==> src/hdl/hsvg_pkg.sv <==
// Shared types and constants for the HSV to GRB pixel converter.
`timescale 1ns / 1ps
`default_nettype none

package hsvg_pkg;

    // Field widths.
    localparam int HUE_W   = 9;
    localparam int LEVEL_W = 8;
    localparam int SECT_W  = 4;
    localparam int REM_W   = 6;

    // Hue sector arithmetic: hue / 60 by a reciprocal multiply, exact for hue < 512.
    localparam logic [10:0]        SECTOR_RECIP = 11'd1093;
    localparam int                 RECIP_SHIFT  = 16;
    localparam logic [5:0]         DEG_PER_SECT = 6'd60;
    // 255 / 60 is exactly 17 / 4.
    localparam logic [4:0]         FRAC_MUL     = 5'd17;
    localparam int                 FRAC_SHIFT   = 2;
    localparam logic [LEVEL_W-1:0] FULL_LEVEL   = 8'd255;

    // Hue sector codes; codes above SECT_MAGENTA take the magenta rule.
    localparam logic [SECT_W-1:0] SECT_RED     = 4'd0;
    localparam logic [SECT_W-1:0] SECT_YELLOW  = 4'd1;
    localparam logic [SECT_W-1:0] SECT_GREEN   = 4'd2;
    localparam logic [SECT_W-1:0] SECT_CYAN    = 4'd3;
    localparam logic [SECT_W-1:0] SECT_BLUE    = 4'd4;
    localparam logic [SECT_W-1:0] SECT_MAGENTA = 4'd5;

    // Contents of the first pipeline stage.
    typedef struct packed {
        logic [SECT_W-1:0]  sector;
        logic [LEVEL_W-1:0] frac;
        logic [LEVEL_W-1:0] sat;
        logic [LEVEL_W-1:0] val;
    } hsvg_front_t;

    // Contents of the second pipeline stage: sector, grey flag, value and the three scale factors.
    typedef struct packed {
        logic [SECT_W-1:0]  sector;
        logic               grey;
        logic [LEVEL_W-1:0] val;
        logic [LEVEL_W-1:0] fac_lo;
        logic [LEVEL_W-1:0] fac_fall;
        logic [LEVEL_W-1:0] fac_rise;
    } hsvg_mid_t;

endpackage

`default_nettype wire

==> src/hdl/hsvg_front.sv <==
// First pipeline stage: hue sector and fraction within the sector.
`timescale 1ns / 1ps
`default_nettype none

module hsvg_front (
    input  wire logic                         aclk,
    input  wire logic                         aresetn,
    input  wire logic                         adv,
    input  wire logic                         in_valid,
    input  wire logic [hsvg_pkg::HUE_W-1:0]   hue,
    input  wire logic [hsvg_pkg::LEVEL_W-1:0] sat,
    input  wire logic [hsvg_pkg::LEVEL_W-1:0] val,
    output logic                              out_valid,
    output hsvg_pkg::hsvg_front_t             out_data
);
    import hsvg_pkg::*;

    logic [HUE_W+10:0]  recip_prod;
    logic [SECT_W-1:0]  sector;
    logic [HUE_W-1:0]   sect_base;
    logic [HUE_W-1:0]   rem_full;
    logic [REM_W-1:0]   rem;
    logic [REM_W+4:0]   frac_prod;
    logic               valid_reg;
    hsvg_front_t        data_reg;
    hsvg_front_t        data_next;

    // Sector by reciprocal multiply, then the remainder and its scaled fraction.
    always_comb begin
        recip_prod = HUE_W'(hue) * SECTOR_RECIP;
        sector     = recip_prod[RECIP_SHIFT +: SECT_W];
        sect_base  = HUE_W'(sector) * HUE_W'(DEG_PER_SECT);
        rem_full   = hue - sect_base;
        rem        = rem_full[REM_W-1:0];
        frac_prod  = rem * FRAC_MUL;
        data_next.sector = sector;
        data_next.frac   = frac_prod[FRAC_SHIFT +: LEVEL_W];
        data_next.sat    = sat;
        data_next.val    = val;
    end

    // Stage register; valid is the only control bit.
    always_ff @(posedge aclk) begin
        if (!aresetn) begin
            valid_reg <= 1'b0;
        end else if (adv) begin
            valid_reg <= in_valid;
        end
        if (adv) begin
            data_reg <= data_next;
        end
    end

    assign out_valid = valid_reg;
    assign out_data  = data_reg;

endmodule

`default_nettype wire

==> src/hdl/hsv_to_grb_pixel.sv <==
// Top level of the HSV to GRB pixel converter, a three-stage pipeline.
// Each result item passes the stage 1, stage 2 and output registers in that order
// before it is on m_tdata.
// Throughput: one item per cycle while the output is not stalled; each of the three
// stages holds one item and a stage moves on when the stage after it is empty or moving.
// Reset: synchronous, active low; it empties every stage; the data registers are not reset.
`timescale 1ns / 1ps
`default_nettype none

module hsv_to_grb_pixel (
    input  wire logic        aclk,
    input  wire logic        aresetn,
    input  wire logic        s_tvalid,
    output logic             s_tready,
    input  wire logic [31:0] s_tdata,   // hue [8:0], saturation [16:9], brightness [24:17]
    output logic             m_tvalid,
    input  wire logic        m_tready,
    output logic [31:0]      m_tdata    // grb_word [31:0]
);
    import hsvg_pkg::*;

    logic                adv1;
    logic                adv2;
    logic                adv3;
    logic                v1;
    hsvg_front_t         d1;
    logic                v2_reg;
    hsvg_mid_t           d2_reg;
    hsvg_mid_t           d2_next;
    logic                v3_reg;
    logic [31:0]         out_reg;
    logic [31:0]         out_next;
    logic [2*LEVEL_W-1:0] prod_sf;
    logic [2*LEVEL_W-1:0] prod_sr;
    logic [2*LEVEL_W-1:0] prod_lo;
    logic [2*LEVEL_W-1:0] prod_fall;
    logic [2*LEVEL_W-1:0] prod_rise;
    logic [LEVEL_W-1:0]  lvl_lo;
    logic [LEVEL_W-1:0]  lvl_fall;
    logic [LEVEL_W-1:0]  lvl_rise;
    logic [LEVEL_W-1:0]  red;
    logic [LEVEL_W-1:0]  green;
    logic [LEVEL_W-1:0]  blue;

    // Stall chain: a stage moves when the one after it is empty or moving.
    assign adv3     = !v3_reg || m_tready;
    assign adv2     = !v2_reg || adv3;
    assign adv1     = !v1 || adv2;
    assign s_tready = adv1;

    // Stage 1: sector and fraction.
    hsvg_front u_front (
        .aclk      (aclk),
        .aresetn   (aresetn),
        .adv       (adv1),
        .in_valid  (s_tvalid),
        .hue       (s_tdata[8:0]),
        .sat       (s_tdata[16:9]),
        .val       (s_tdata[24:17]),
        .out_valid (v1),
        .out_data  (d1)
    );

    // Stage 2: saturation times fraction and its complement.
    always_comb begin
        prod_sf = d1.sat * d1.frac;
        prod_sr = d1.sat * (FULL_LEVEL - d1.frac);
        d2_next.sector   = d1.sector;
        d2_next.grey     = (d1.sat == '0);
        d2_next.val      = d1.val;
        d2_next.fac_lo   = FULL_LEVEL - d1.sat;
        d2_next.fac_fall = FULL_LEVEL - prod_sf[LEVEL_W +: LEVEL_W];
        d2_next.fac_rise = FULL_LEVEL - prod_sr[LEVEL_W +: LEVEL_W];
    end

    always_ff @(posedge aclk) begin
        if (!aresetn) begin
            v2_reg <= 1'b0;
        end else if (adv2) begin
            v2_reg <= v1;
        end
        if (adv2) begin
            d2_reg <= d2_next;
        end
    end

    // Stage 3: scale the value by each factor and route levels to channels.
    always_comb begin
        prod_lo   = d2_reg.val * d2_reg.fac_lo;
        prod_fall = d2_reg.val * d2_reg.fac_fall;
        prod_rise = d2_reg.val * d2_reg.fac_rise;
        lvl_lo    = prod_lo[LEVEL_W +: LEVEL_W];
        lvl_fall  = prod_fall[LEVEL_W +: LEVEL_W];
        lvl_rise  = prod_rise[LEVEL_W +: LEVEL_W];
        case (d2_reg.sector)
            SECT_RED: begin
                red = d2_reg.val; green = lvl_rise;   blue = lvl_lo;
            end
            SECT_YELLOW: begin
                red = lvl_fall;   green = d2_reg.val; blue = lvl_lo;
            end
            SECT_GREEN: begin
                red = lvl_lo;     green = d2_reg.val; blue = lvl_rise;
            end
            SECT_CYAN: begin
                red = lvl_lo;     green = lvl_fall;   blue = d2_reg.val;
            end
            SECT_BLUE: begin
                red = lvl_rise;   green = lvl_lo;     blue = d2_reg.val;
            end
            default: begin
                red = d2_reg.val; green = lvl_lo;     blue = lvl_fall;
            end
        endcase
        // Zero saturation is plain grey.
        if (d2_reg.grey) begin
            red   = d2_reg.val;
            green = d2_reg.val;
            blue  = d2_reg.val;
        end
        out_next = {green, red, blue, 8'h00};
    end

    always_ff @(posedge aclk) begin
        if (!aresetn) begin
            v3_reg <= 1'b0;
        end else if (adv3) begin
            v3_reg <= v2_reg;
        end
        if (adv3) begin
            out_reg <= out_next;
        end
    end

    assign m_tvalid = v3_reg;
    assign m_tdata  = out_reg;

endmodule

`default_nettype wire

==> config.mk <==
export PLATFORM = sky130hd
export DESIGN_NAME = hsv_to_grb_pixel
export DESIGN_NICKNAME = d
export VERILOG_FILES = /design/src/hdl/hsvg_pkg.sv /design/src/hdl/hsvg_front.sv /design/src/hdl/hsv_to_grb_pixel.sv
export SDC_FILE = /design/constraint.sdc
export NUM_CORES = 1
export LEC_CHECK = 0
export BUFFER_PORTS_ARGS = -buffer_cell sky130_fd_sc_hd__buf_4
export CAP_MARGIN = 20
export CORE_MARGIN = 2
export CORE_UTILIZATION = 50
export DETAILED_ROUTE_END_ITERATION = 8
export GPL_TIMING_DRIVEN = 0
export PLACE_DENSITY_LB_ADDON = 0.15
export SLEW_MARGIN = 10
export SYNTH_ARGS = -nofsm -noshare
export SYNTH_HDL_FRONTEND = slang
export SYNTH_HIERARCHICAL = 1
export SYNTH_SLANG_ARGS = --single-unit
==> constraint.sdc <==
create_clock -name aclk -period 9.1 [get_ports aclk]
set_clock_uncertainty 0.15 [all_clocks]
set_input_delay 0.455 -clock aclk [delete_from_list [all_inputs] [get_ports aclk]]
set_output_delay 0.455 -clock aclk [all_outputs]
set_load 0.02 [all_outputs]
# ---- After elaboration in Yosys (flattened, before gate mapping)
# Index checks and enable logic that the tools add are counted.
dict set report totals {
  register_bits 92
  latchBits 0
  ramBits 0
  rom_bits 0
  output_inout_bits 34
  elab_cells 49
  memories 0
}
dict set report op_classes {
  addsub 5
  mul 8
  n_div 0
  n_lt_le_gt_ge 0
  eq_ne 4
  shifts 0
  mux 6
  n_bitwise 0
  reduce_logical 12
}
# cell count
set ops {}
lappend ops {{case mux 8 bit (3 select lines)} 3}
lappend ops {{multiplier 8 x 8 -> 16 bit} 4}
lappend ops {{two-way mux 8 bit} 3}
lappend ops {{subtractor 8 bit, first input constant} 3}
lappend ops {{multiplier 9 x 11 -> 20 bit, second input constant} 1}
lappend ops {{multiplier 9 x 9 -> 16 bit} 1}
lappend ops {{multiplier 6 x 5 -> 10 bit, second input constant} 1}
lappend ops {{subtractor 8 x 8 -> 9 bit, first input constant} 1}
lappend ops {{equality test 4 x 2 -> 1 bit, second input constant} 2}
lappend ops {{logical NOT 8 bit} 1}
lappend ops {{OR reduction 2 bit} 4}
lappend ops {{subtractor 6 bit} 1}
lappend ops {{equality test 4 x 1 -> 1 bit, second input constant} 1}
lappend ops {{equality test 4 x 3 -> 1 bit, second input constant} 1}
lappend ops {{logical NOT 4 bit} 1}
lappend ops {{multiplier 4 x 1 -> 4 bit, second input constant} 1}
lappend ops {{logical NOT 1 bit} 3}
lappend ops {{logical OR 1 bit} 3}

# ---- Longest topological paths before layout
# Gate-level depths: netlist of run 1.
dict set report depth {
  depth_word 4
  depth_mapped 28
  ltp_nobuf 28
}

# ---- Cells and area by module
# The synthesis of run 1 kept the hierarchy.
# module n_inst cells_each area_each_um2 seq_area_each_um2
set modules_own_cells {}
lappend modules_own_cells {hsv_to_grb_pixel 1 1372 12613.3 1871.8}
lappend modules_own_cells {hsvg_front 1 163 2018.2 860.8}

# ---- Worst setup path after synthesis of run 1
# OpenSTA, ideal clock, no wires.
dict set report synth_timing {
  path_kind {input to register}
  start {in s_tdata[5]}
  end {reg u_front.data_reg (netlist bit u_front/out_data[23]) (data pin)}
  setup_ns 0.258
  arrival_time_ns 5.782
  t_required_ns 8.692
  path_slack_ns 2.910
  cell_stages 27
  n_path_buf 0
  cell_sequence {ha_1 -> inv_1 -> fa_1 -> fa_1 -> inv_1 -> ha_1 -> nand4b_1 -> o211ai_2 -> a22oi_2 -> xnor2_1 -> inv_1 -> ha_1 -> xor2_1 -> ha_1 -> a21oi_1 -> o21ai_0 -> xnor2_1 -> or4_1 -> and4_4 -> xor2_1 -> ha_1 -> ha_1 -> inv_1 -> fa_1 -> nor3_1 -> xnor2_1 -> xnor2_1}
}
dict set report synth_between {
  elab_chain_len 4
}
# element line_no
set synth_rtl {}
lappend synth_rtl {{start: declaration} hsv_to_grb_pixel.sv:15} ;# input wire logic [31:0] s_tdata,
lappend synth_rtl {{multiplier 9 x 11 -> 20 bit} hsvg_front.sv:30} ;# recip_prod = HUE_W'(hue) * SECTOR_RECIP;
lappend synth_rtl {{multiplier 4 x 1 -> 4 bit} hsvg_front.sv:32} ;# sect_base = HUE_W'(sector) * HUE_W'(DEG_PER_SECT);
lappend synth_rtl {{subtractor 6 bit (*)} hsvg_front.sv:33} ;# rem_full = hue - sect_base;
lappend synth_rtl {{multiplier 6 x 5 -> 10 bit (*)} hsvg_front.sv:35} ;# frac_prod = rem * FRAC_MUL;
lappend synth_rtl {{net u_front.frac_prod[9]} hsvg_front.sv:23} ;# logic [REM_W+4:0] frac_prod;
lappend synth_rtl {{end signal: assignment} hsvg_front.sv:50} ;# data_reg <= data_next;
lappend synth_rtl {{end: declaration} hsvg_front.sv:25} ;# hsvg_front_t data_reg;
# Mark *: on every way through the listed nets, which the timed path passes. The rest lies on a longest branch.
# A chain may end at the register's enable or synchronous reset.

# ---- Worst setup path after layout of run 1
# Ends and elaborated chain as after synthesis.

==> out/results.ini, run 1 <==
[logic_synthesis]
postSynthAreaPerCell_um2 = 9.53
synthSimpleGateAreaFrac = 0.178
synth.top_cells.by_area = sky130_fd_sc_hd__fa_1 (25%), sky130_fd_sc_hd__edfxtp_1 (18%), sky130_fd_sc_hd__ha_1 (18%), sky130_fd_sc_hd__and2_1 (7.9%), sky130_fd_sc_hd__inv_1 (7.0%)
synth_commonest_cells = sky130_fd_sc_hd__inv_1 (273), sky130_fd_sc_hd__ha_1 (205), sky130_fd_sc_hd__and2_1 (185)
postSynth.asyncResetShare = 0
muxShareOfSynthArea = 0.00419
synth_seq_cells = 92
synth_top_area_cell = sky130_fd_sc_hd__fa_1
synth.distinct_cells = 85
synth_seq_area_share = 0.187
synth_adder_area_share = 0.427
synthFlopType = sky130_fd_sc_hd__edfxtp_1
synth_top_family_by_area = adder cells
synth_top_area_frac = 0.252
post-synth-top-count-cell = sky130_fd_sc_hd__inv_1
synth-edff-count = 89
yosysWarnings = 6
number_of_instances_in_the_synthesized_netlist = 1535
xor_xnor_portion_of_the_synthesized_cell_area = 0.0293
synth-compound-area-share = 0.0856
syn-cell-area_mm2 = 0.0146

[flow_run]
timing.max_cap.violations = 0

[detailed_routing]
routed_via_density = 5.34
route.vias.total = 10700
routed_wl_um = 33900
routed_wire_length_per_instance_um = 17.0
drcViolationCount = 0
first_iter_violations = 669
drt_pre_antenna_iters = 7
drt.antenna.violating_nets = 0

[critical_path]
reg2reg_setup_slack_ps = 2710
crit_required_ps = 9050
worst_r2r_path_depth = 17
setup.worst_path.class = input port to flop
rr_startpoint = d2_reg[25]$_DFFE_PP_
critical_path.endpoint_type = flop
crit_fanout = 5
crit-reg2reg-capture = m_tdata[19]$_DFFE_PP_
crit_path_start_kind = input port
cp_data_arrival_time_ps = 6380

[clock_tree]
post_cts.repair.setup_buffers = 0
cts_max_level = 3
ctsHoldBuffers = 0
cts_max_path_buffers = 2
clk_pin_slew_worst_paths_ps = 80
cts_inserted_buffers = 9
clkLatencyLatePin_ps = 350
clock_sink_count = 92
tritoncts_clock_tree = yes
post_cts_resize_count = 0
clock-root-buffer = sky130_fd_sc_hd__clkbuf_16

[finish]
multi_input_area_mm2 = 0.0106
areaGrowthSynthToFinish_pct = 8.47
drive_above_1_share = 0.0688
diodes = 0
post-route-util = 0.551
layout.area.seq_mm2 = 0.00273
nNetsFinal = 2033
stdcell_area_mm2 = 0.0159
largest_reg_flops = 37
final_cell_count_no_fill = 1997
num-fill-cells = 2619

[sta]
worst_slew_pin_slew_ps = 896
total_negative_slack_ps = 0
fmaxAchievable_mhz = 156
post_route_fraction_of_the_period_consumed_by_the_critical_path = 0.706
period_minus_ws_final_ps = 6420
finalSetupViolCount = 0
max_slew_violation_count = 0
rsz0062_at_grt = no
hold_viol = 0
slew-limit-headroom = 0.402

[hold_path]
timing.hold.worst.start = s_tdata[9]
endpoint_with_the_worst_hold_slack = u_front/out_data[8]$_DFFE_PP_
hold_path.class = input port to flop
min_path_cells = 1

[floorplanning]
floorplan.io_pins = 70
chipHeight_um = 175
std_cell_rows = 62
die_area_mm2 = 0.0306
initial_core_util = 0.508
die_w_um = 175
core_area_mm2 = 0.0288

[placed_design]
dp.final_hpwl_um = 27500
postPlaceCellArea_mm2 = 0.0156
dp_cells = 1981
port-buffer-count = 54
routabilityCongestion = 0.898

[run_status]
run_status = completed

[global_routing]
grt_use_total = 0.231
antenna_violations_before_repair = 0
maximum_number_of_pins_on_one_net_before_global_route_repair = 38
gr-total-overflow = 0
number_of_global_route_vias_before_repair = 11000
grt_pass1_wl_um = 55900

placed cells by master, fill, tap and decap left out, types with 31 or more instances in the layout:
cell / Yosys / layout
sky130_fd_sc_hd__inv_1: 273 / 273
sky130_fd_sc_hd__ha_1: 205 / 205
sky130_fd_sc_hd__and2_1: 185 / 185
sky130_fd_sc_hd__fa_1: 184 / 184
sky130_fd_sc_hd__nor2_1: 94 / 94
sky130_fd_sc_hd__nand2_1: 94 / 93
sky130_fd_sc_hd__edfxtp_1: 89 / 89
sky130_fd_sc_hd__buf_4: 9 / 63
sky130_fd_sc_hd__clkbuf_1: 51 / 51
sky130_fd_sc_hd__a21oi_1: 41 / 41
sky130_fd_sc_hd__nand2b_1: 36 / 36
sky130_fd_sc_hd__o21ai_0: 31 / 31
worst max-delay path, cell delays in order:
cell,delay [ps]
sky130_fd_sc_hd__buf_4,130
sky130_fd_sc_hd__ha_1,290
sky130_fd_sc_hd__inv_1,70
sky130_fd_sc_hd__fa_1,420
sky130_fd_sc_hd__fa_1,370
sky130_fd_sc_hd__inv_1,70
sky130_fd_sc_hd__ha_1,250
sky130_fd_sc_hd__nand4b_1,120
sky130_fd_sc_hd__o211ai_2,120
sky130_fd_sc_hd__a22oi_2,360
sky130_fd_sc_hd__xnor2_1,210
sky130_fd_sc_hd__inv_1,70
sky130_fd_sc_hd__ha_1,190
sky130_fd_sc_hd__xor2_1,180
sky130_fd_sc_hd__ha_1,330
sky130_fd_sc_hd__a21oi_1,150
sky130_fd_sc_hd__o21ai_0,120
sky130_fd_sc_hd__xnor2_1,180
sky130_fd_sc_hd__or4_1,480
sky130_fd_sc_hd__and4_4,210
sky130_fd_sc_hd__xor2_1,170
sky130_fd_sc_hd__ha_1,290
sky130_fd_sc_hd__ha_1,150
sky130_fd_sc_hd__inv_1,60
sky130_fd_sc_hd__fa_1,430
sky130_fd_sc_hd__nor3_1,260
sky130_fd_sc_hd__xnor2_1,160
sky130_fd_sc_hd__xnor2_1,80
logic make-up after synthesis:
| family | count (synthesis) |
|---|---|
| and+or+nand+nor | 483 |
| AOI/OAI and AO/OA | 177 |
| adders and majority gates | 389 |
| DFF | 92 |
| xor gates and xnor gates | 49 |
| buffers and inverters | 338 |
| other | 1 |
| muxes | 6 |
how the worst max path moves through the flow:
| stage | startpoint | to | slack (ps) | cells after the start |
|---|---|---|---|---|
| 6_report | s_tdata[5] | u_front/out_data[23]$_DFFE_PP_ | 2680 | 28 |
| 3_3_place_gp | s_tdata[5] | u_front/out_data[23]$_DFFE_PP_ | 2410 | 28 |
| 3_5_place_dp | s_tdata[5] | u_front/out_data[23]$_DFFE_PP_ | 2310 | 28 |
| 2_1_floorplan | s_tdata[5] | u_front/out_data[23]$_DFFE_PP_ | 2910 | 27 |
| 5_1_grt | s_tdata[5] | u_front/out_data[23]$_DFFE_PP_ | 2310 | 28 |
| 4_1_cts | s_tdata[5] | u_front/out_data[23]$_DFFE_PP_ | 2660 | 28 |
stage by stage:
step	setup WS, ps	hold slack [ps]
2_1_floorplan	2910	250
3_3_place_gp	2410	252
3_5_place_dp	2310	256
4_1_cts	2660	109
5_1_grt	2310	107
6_report	2680	123
metal layers:
metal	track usage	vias to the layer above	part of all wire	wire [um]
met5	0	-	0	0
li1	-	5095	-	-
met4	0.0760	0	0.029	966
met1	0.309	5245	0.44	15000
met2	0.391	267	0.48	16300
met3	0.0294	49	0.046	1540
cell type report:
type                    instances  area share
clock inverters                 7     0.00473
inverters                     275      0.0650
flip-flops and latches         92       0.172
multi-input cells            1112       0.670
repair buffers                 55      0.0268
well taps                     384      0.0303
clock buffers                   9      0.0142
plain buffers                  63      0.0172
Power of run 1 is not shown: default switching activity piles up to over one toggle a cycle in this logic, so the estimate is an artifact.
==> run 2: changes to the inputs <==
==> constraint.sdc (replaced) <==
create_clock -name aclk -period 6.2 [get_ports aclk]
set_clock_uncertainty 0.15 [all_clocks]
set_input_delay 0.31 -clock aclk [delete_from_list [all_inputs] [get_ports aclk]]
set_output_delay 0.31 -clock aclk [all_outputs]
set_load 0.02 [all_outputs]
==> out/results.ini, run 2 (synthesized netlist as in run 1, its figures left out) <==
[floorplanning]
die_area_mm2 = 0.0306  ; unchanged
chipHeight_um = 175  ; unchanged
initial_core_util = 0.508  ; unchanged
die_w_um = 175  ; unchanged
core_area_mm2 = 0.0288  ; unchanged
floorplan.io_pins = 70  ; unchanged
std_cell_rows = 62  ; unchanged

[critical_path]
setup.worst_path.class = flop to flop
cp_data_arrival_time_ps = 5940  ; -440 ps
crit_required_ps = 6180  ; -2870 ps
crit_path_start_kind = flop
crit_fanout = 10  ; +5
critical_path.endpoint_type = flop

[finish]
drive_above_1_share = 0.0826  ; +0.0138
num-fill-cells = 2573  ; -1.8%
nNetsFinal = 2055  ; +1.1%
largest_reg_flops = 37  ; unchanged
areaGrowthSynthToFinish_pct = 10.3
diodes = 0  ; unchanged
layout_common_cells = sky130_fd_sc_hd__inv_1 (273), sky130_fd_sc_hd__ha_1 (205), sky130_fd_sc_hd__and2_1 (185), sky130_fd_sc_hd__fa_1 (183), sky130_fd_sc_hd__nor2_1 (94)
most_common_cell_after_layout_fill_and_taps_aside = sky130_fd_sc_hd__inv_1

[sta]
hold_ws_ps = 25.7  ; -97.1 ps
post_route_fraction_of_the_period_consumed_by_the_critical_path = 0.961
rsz0062_at_grt = yes
worst_slew_pin_slew_ps = 920  ; +24.0 ps
hold_viol = 0  ; unchanged
max_slew_violation_count = 0  ; unchanged
finalSetupViolCount = 0  ; unchanged
period_minus_ws_final_ps = 5960
fmaxAchievable_mhz = 168
slew-limit-headroom = 0.386  ; -0.0160
final.setup.worst_slack_ps = 241  ; -2440 ps

[global_routing]
number_of_global_route_vias_before_repair = 11000  ; +0.70%
maximum_number_of_pins_on_one_net_before_global_route_repair = 38  ; unchanged
grt_use_met3 = 0.0292  ; -0.000218
gr-usage-met1 = 0.311  ; +0.00141
grt_use_total = 0.233  ; +0.00137
global_route.peak_usage_layer = met2
gr-usage-met2 = 0.394  ; +0.00329
grt_pass1_wl_um = 56300  ; +0.65%
antenna_violations_before_repair = 0  ; unchanged
gr-total-overflow = 0  ; unchanged

[placed_design]
preCtsSetupSlack_ps = -449  ; -2760 ps
port-buffer-count = 54  ; unchanged
routabilityCongestion = 0.898  ; unchanged
dp.final_hpwl_um = 27500  ; unchanged

[detailed_routing]
drt.antenna.violating_nets = 0  ; unchanged
routed_wl_um = 34100  ; +0.75%
drt_pre_antenna_iters = 5  ; -2
first_iter_violations = 642  ; -4.0%
routed_via_density = 5.34  ; about the same
drcViolationCount = 0  ; unchanged
routed_wire_length_per_instance_um = 16.9  ; -0.35%
route.vias.total = 10800  ; +1.1%

[clock_tree]
tritoncts_clock_tree = yes
clock_sink_count = 92  ; unchanged
clock-root-buffer = sky130_fd_sc_hd__clkbuf_16
clkLatencyLatePin_ps = 350  ; about the same
clk_pin_slew_worst_paths_ps = 80  ; about the same
cts_max_path_buffers = 2  ; unchanged
cts_inserted_buffers = 9  ; unchanged
cts_max_level = 3  ; unchanged

[run_status]
run_status = completed

[hold_path]
hold_path.class = input port to flop

[flow_run]
timing.max_cap.violations = 0  ; unchanged

[run 2: layer usage]
metal / part of all wire / vias up
met1: 0.45 / 5302
met5: 0 / -
li1: - / 5139
met4: 0.032 / 0
met3: 0.044 / 54
met2: 0.48 / 283
[run 2: area by class of cell]
type	count	area, um^2	share of cell area
tap	384	480	0.0298
clock inverter	7	75.1	0.00465
sequential	92	2730	0.169
inverter	275	1030	0.0640
timing repair buffer	79	646	0.0400
multi-input combinational	1112	10700	0.661
buffer	61	278	0.0172
clock buffer	9	225	0.0140
[run 2: worst max-delay path: stages (launching register included)]
cell	delay, ps
sky130_fd_sc_hd__edfxtp_1	510
sky130_fd_sc_hd__clkbuf_2	290
sky130_fd_sc_hd__clkbuf_2	340
sky130_fd_sc_hd__nand2_1	120
sky130_fd_sc_hd__fa_1	480
sky130_fd_sc_hd__fa_1	500
sky130_fd_sc_hd__inv_1	60
sky130_fd_sc_hd__fa_1	510
sky130_fd_sc_hd__fa_1	490
sky130_fd_sc_hd__ha_1	340
sky130_fd_sc_hd__a211oi_1	210
sky130_fd_sc_hd__o21a_1	200
sky130_fd_sc_hd__o211ai_1	200
sky130_fd_sc_hd__and2_1	230
sky130_fd_sc_hd__o21ai_0	190
sky130_fd_sc_hd__mux2i_1	420
sky130_fd_sc_hd__a211oi_1	140
sky130_fd_sc_hd__a221oi_1	330
[run 2: timing repair]
item                                    CTS  global route
cloned                                    0             0
pin swaps                                 1             9
setup buffers                             1             7
hold buffers                             16             0
endpoints found under the setup margin    6            12
gates resized for setup                   6            16
hold endpoints to repair                 16             0
[run 2: stage by stage]
stage          cell area [um^2]  setup TNS, ps  utilization  std cells
2_1_floorplan             14700              0            -       1542
3_3_place_gp              15500           -749        0.540       1980
3_5_place_dp              15600           -961        0.541       1981
4_1_cts                   16100              0        0.558       2014
5_1_grt                   16100          -29.2        0.561       2019
6_report                  16100              0        0.561       2019
[run 2: path summary, 6_finish.rpt]
path,to,slack (ps),startpoint,cells after the start
hold / removal,m_tvalid$_SDFFE_PN0P_,30,aresetn,2
setup reg to reg,m_tdata[28]$_DFFE_PP_,240,d2_reg[25]$_DFFE_PP_,17
setup / recovery,m_tdata[28]$_DFFE_PP_,240,d2_reg[25]$_DFFE_PP_,17
hold reg to reg,d2_reg[36]$_DFFE_PP_,270,u_front/out_data[27]$_DFFE_PP_,0
Power of run 2 is left out for the same reason.
==> run 3: changes to the inputs <==
--- a/config.mk
+++ b/config.mk
@@ -15,5 +15,5 @@
 export SLEW_MARGIN = 10
 export SYNTH_ARGS = -nofsm -noshare
 export SYNTH_HDL_FRONTEND = slang
-export SYNTH_HIERARCHICAL = 1
 export SYNTH_SLANG_ARGS = --single-unit
+export TNS_END_PERCENT = 20
==> out/results.ini, run 3 <==
[clock_tree]
clkLatencyLatePin_ps = 350  ; about the same
clock_sink_count = 92  ; unchanged
tritoncts_clock_tree = yes
cts_inserted_buffers = 9  ; unchanged
clk_pin_slew_worst_paths_ps = 70  ; about the same
clock-root-buffer = sky130_fd_sc_hd__clkbuf_16
cts_max_path_buffers = 2  ; unchanged
cts_max_level = 3  ; unchanged

[detailed_routing]
routed_wl_um = 32400  ; -5.1%
drt.antenna.violating_nets = 0  ; unchanged
dr_wl_met2_um = 15500  ; -4.8%
first_iter_violations = 704  ; +9.7%
top_signal_layer_used = met4
routedLengthMet1_um = 14800  ; -2.5%
drcViolationCount = 0  ; unchanged
routed_via_density = 5.27  ; -1.3%
drt_pre_antenna_iters = 5  ; unchanged
met3RoutedLength_um = 1320  ; -12%
routed_wire_length_per_instance_um = 16.2  ; -3.8%
route.vias.total = 10500  ; -2.5%

[sta]
rsz0062_at_grt = yes
total_negative_slack_ps = 0  ; unchanged
post_route_fraction_of_the_period_consumed_by_the_critical_path = 0.965  ; +0.00385
hold_viol = 0  ; unchanged
max_slew_violation_count = 0  ; unchanged
fmaxAchievable_mhz = 167  ; -0.40%
worst_slew_pin_slew_ps = 831  ; -89.7 ps
period_minus_ws_final_ps = 5980  ; +23.9 ps
finalSetupViolCount = 0  ; unchanged
slew-limit-headroom = 0.442  ; +0.0559
hold_ws_ps = 37.7  ; +12.0 ps

[critical_path]
cp_data_arrival_time_ps = 5960  ; +20 ps
crit_path_start_kind = flop
worst_r2r_path_depth = 18  ; +1
setup.worst_path.class = flop to flop
crit-reg2reg-capture = m_tdata[12]$_DFFE_PP_
rr_startpoint = d2_reg[27]$_DFFE_PP_
critical_path.cell_chain = buf_1 -> nand2_1 -> fa_1 -> inv_1 -> fa_1 -> fa_1 -> inv_1 -> fa_1 -> inv_1 -> ha_1 -> and2_4 -> a221o_1 -> a221oi_4 -> o21bai_2 -> a21oi_1 -> xor2_1 -> o311a_1 -> a221oi_1
critical_path.endpoint_type = flop
crit_required_ps = 6170  ; about the same
crit_fanout = 10  ; unchanged
cpMostUsedCell = sky130_fd_sc_hd__fa_1
reg2reg_setup_slack_ps = 220  ; -20 ps
slowest_stage = sky130_fd_sc_hd__fa_1
timing.critical_path.slowest_cell_delay_ps = 560  ; +50 ps

[finish]
layout_common_cells = sky130_fd_sc_hd__inv_1 (301), sky130_fd_sc_hd__ha_1 (205), sky130_fd_sc_hd__fa_1 (184), sky130_fd_sc_hd__nand2_1 (167), sky130_fd_sc_hd__and2_1 (116)
drive_above_1_share = 0.0737  ; -0.00888
largest_reg_flops = 37  ; unchanged
diodes = 0  ; unchanged
areaGrowthSynthToFinish_pct = 10.4
num-fill-cells = 2612  ; +1.5%
most_common_cell_after_layout_fill_and_taps_aside = sky130_fd_sc_hd__inv_1
final_cell_count_no_fill = 1993  ; -1.3%
nNetsFinal = 2035  ; -0.97%
post-route-util = 0.562  ; +0.00161

[logic_synthesis]
synth_seq_cells = 92  ; unchanged
synth.top_cells.by_area = sky130_fd_sc_hd__fa_1 (26%), sky130_fd_sc_hd__edfxtp_1 (19%), sky130_fd_sc_hd__ha_1 (18%), sky130_fd_sc_hd__inv_1 (7.9%), sky130_fd_sc_hd__and2_1 (5.1%)
syn-cell-area_mm2 = 0.0142  ; -2.8%
synth.distinct_cells = 64  ; -25%
synth_seq_area_share = 0.192  ; +0.00534
yosysWarnings = 0  ; -6
postSynth.asyncResetShare = 0  ; unchanged
synth_commonest_cells = sky130_fd_sc_hd__inv_1 (301), sky130_fd_sc_hd__ha_1 (205), sky130_fd_sc_hd__fa_1 (184)
synthFlopType = sky130_fd_sc_hd__edfxtp_1
number_of_instances_in_the_synthesized_netlist = 1515  ; -1.3%
post-synth-top-count-cell = sky130_fd_sc_hd__inv_1
postSynthAreaPerCell_um2 = 9.39  ; -1.5%
synth_top_area_frac = 0.259  ; +0.00720
synth-edff-count = 89  ; unchanged
synth_top_area_cell = sky130_fd_sc_hd__fa_1

[placed_design]
routabilityCongestion = 0.912  ; +1.6%
dp_cells = 1955  ; -1.3%
dp.final_hpwl_um = 26500  ; -3.6%
port-buffer-count = 54  ; unchanged

[floorplanning]
floorplan.io_pins = 70  ; unchanged
chipHeight_um = 173  ; -1.4%
die_w_um = 173  ; -1.4%
initial_core_util = 0.509  ; +0.000836
std_cell_rows = 61  ; -1.6%
core_area_mm2 = 0.0279  ; -2.9%
die_area_mm2 = 0.0298  ; -2.7%

[global_routing]
gr-total-overflow = 0  ; unchanged
grt_pass1_wl_um = 55600  ; -1.2%
maximum_number_of_pins_on_one_net_before_global_route_repair = 33  ; -13%
grt_use_total = 0.229  ; -0.00389
number_of_global_route_vias_before_repair = 11200  ; +1.5%
antenna_violations_before_repair = 0  ; unchanged

[hold_path]
hold_path.class = input port to flop
min_path_cells = 2  ; unchanged
endpoint_with_the_worst_hold_slack = m_tvalid$_SDFFE_PN0P_
timing.hold.worst.start = aresetn

[flow_run]
timing.max_cap.violations = 0  ; unchanged

[run_status]
run_status = completed

run 3: per-stage QoR:
stage | area (um^2) | setup WS (ps)
floorplan | 14300 | 415
global placement | 15100 | -273
detailed placement | 15200 | -299
CTS | 15600 | 41.7
global route | 15700 | -126
finish | 15700 | 217
run 3: layout make-up:
| type | instances | area [um^2] | area share |
|---|---|---|---|
| plain buffers | 52 | 243 | 0.0155 |
| clock buffers | 9 | 225 | 0.0143 |
| clock inverters | 7 | 63.8 | 0.00406 |
| inverters | 302 | 1130 | 0.0722 |
| multi-input cells | 1070 | 10200 | 0.647 |
| flip-flops and latches | 92 | 2730 | 0.174 |
| well taps | 378 | 473 | 0.0301 |
| repair buffers | 83 | 676 | 0.0430 |
run 3: cells by family after synthesis:
| kind of cell | Yosys count | synth area share |
|---|---|---|
| other cells | 1 | 0.000264 |
| mux | 1 | 0.000704 |
| simple gates | 451 | 0.156 |
| fa+ha+maj | 389 | 0.439 |
| buf+inv | 360 | 0.0975 |
| xor+xnor | 52 | 0.0330 |
| flops | 92 | 0.192 |
| compound gates | 169 | 0.0815 |
run 3: worst max-delay path by stage:
stage | start | to | slack, ps
global route | s_tdata[5] | u_front.out_data[23]$_DFFE_PP_ | -130
detailed placement | d2_reg[30]$_DFFE_PP_ | m_tdata[12]$_DFFE_PP_ | -300
CTS | d2_reg[30]$_DFFE_PP_ | m_tdata[12]$_DFFE_PP_ | 40
global placement | d2_reg[30]$_DFFE_PP_ | m_tdata[12]$_DFFE_PP_ | -270
floorplan | s_tdata[5] | u_front.out_data[23]$_DFFE_PP_ | 420
finish | d2_reg[27]$_DFFE_PP_ | m_tdata[12]$_DFFE_PP_ | 220
run 3: metal layers:
metal,up-vias,global-route usage
met5,-,0
li1,5021,-
met1,5169,0.305
met2,268,0.396
met3,48,0.0246
met4,0,0.0664
run 3: repair_timing:
item	in CTS	in global routing
endpoints found under the hold margin	16	0
gates resized for setup	4	14
hold buffers	16	0
setup endpoints to repair	13	15
pin swaps	0	1
buffers inserted	2	10
run 3: critical path, delay by kind of cell, from the launching register on:
kind	cells	cell delay, ps
DFF	1	440
buffers and inverters	4	610
adders and majority gates	5	2290
xor gates and xnor gates	1	160
AOI/OAI and AO/OA	6	1800
and+or+nand+nor	2	320
Power of run 3 is left out for the same reason.
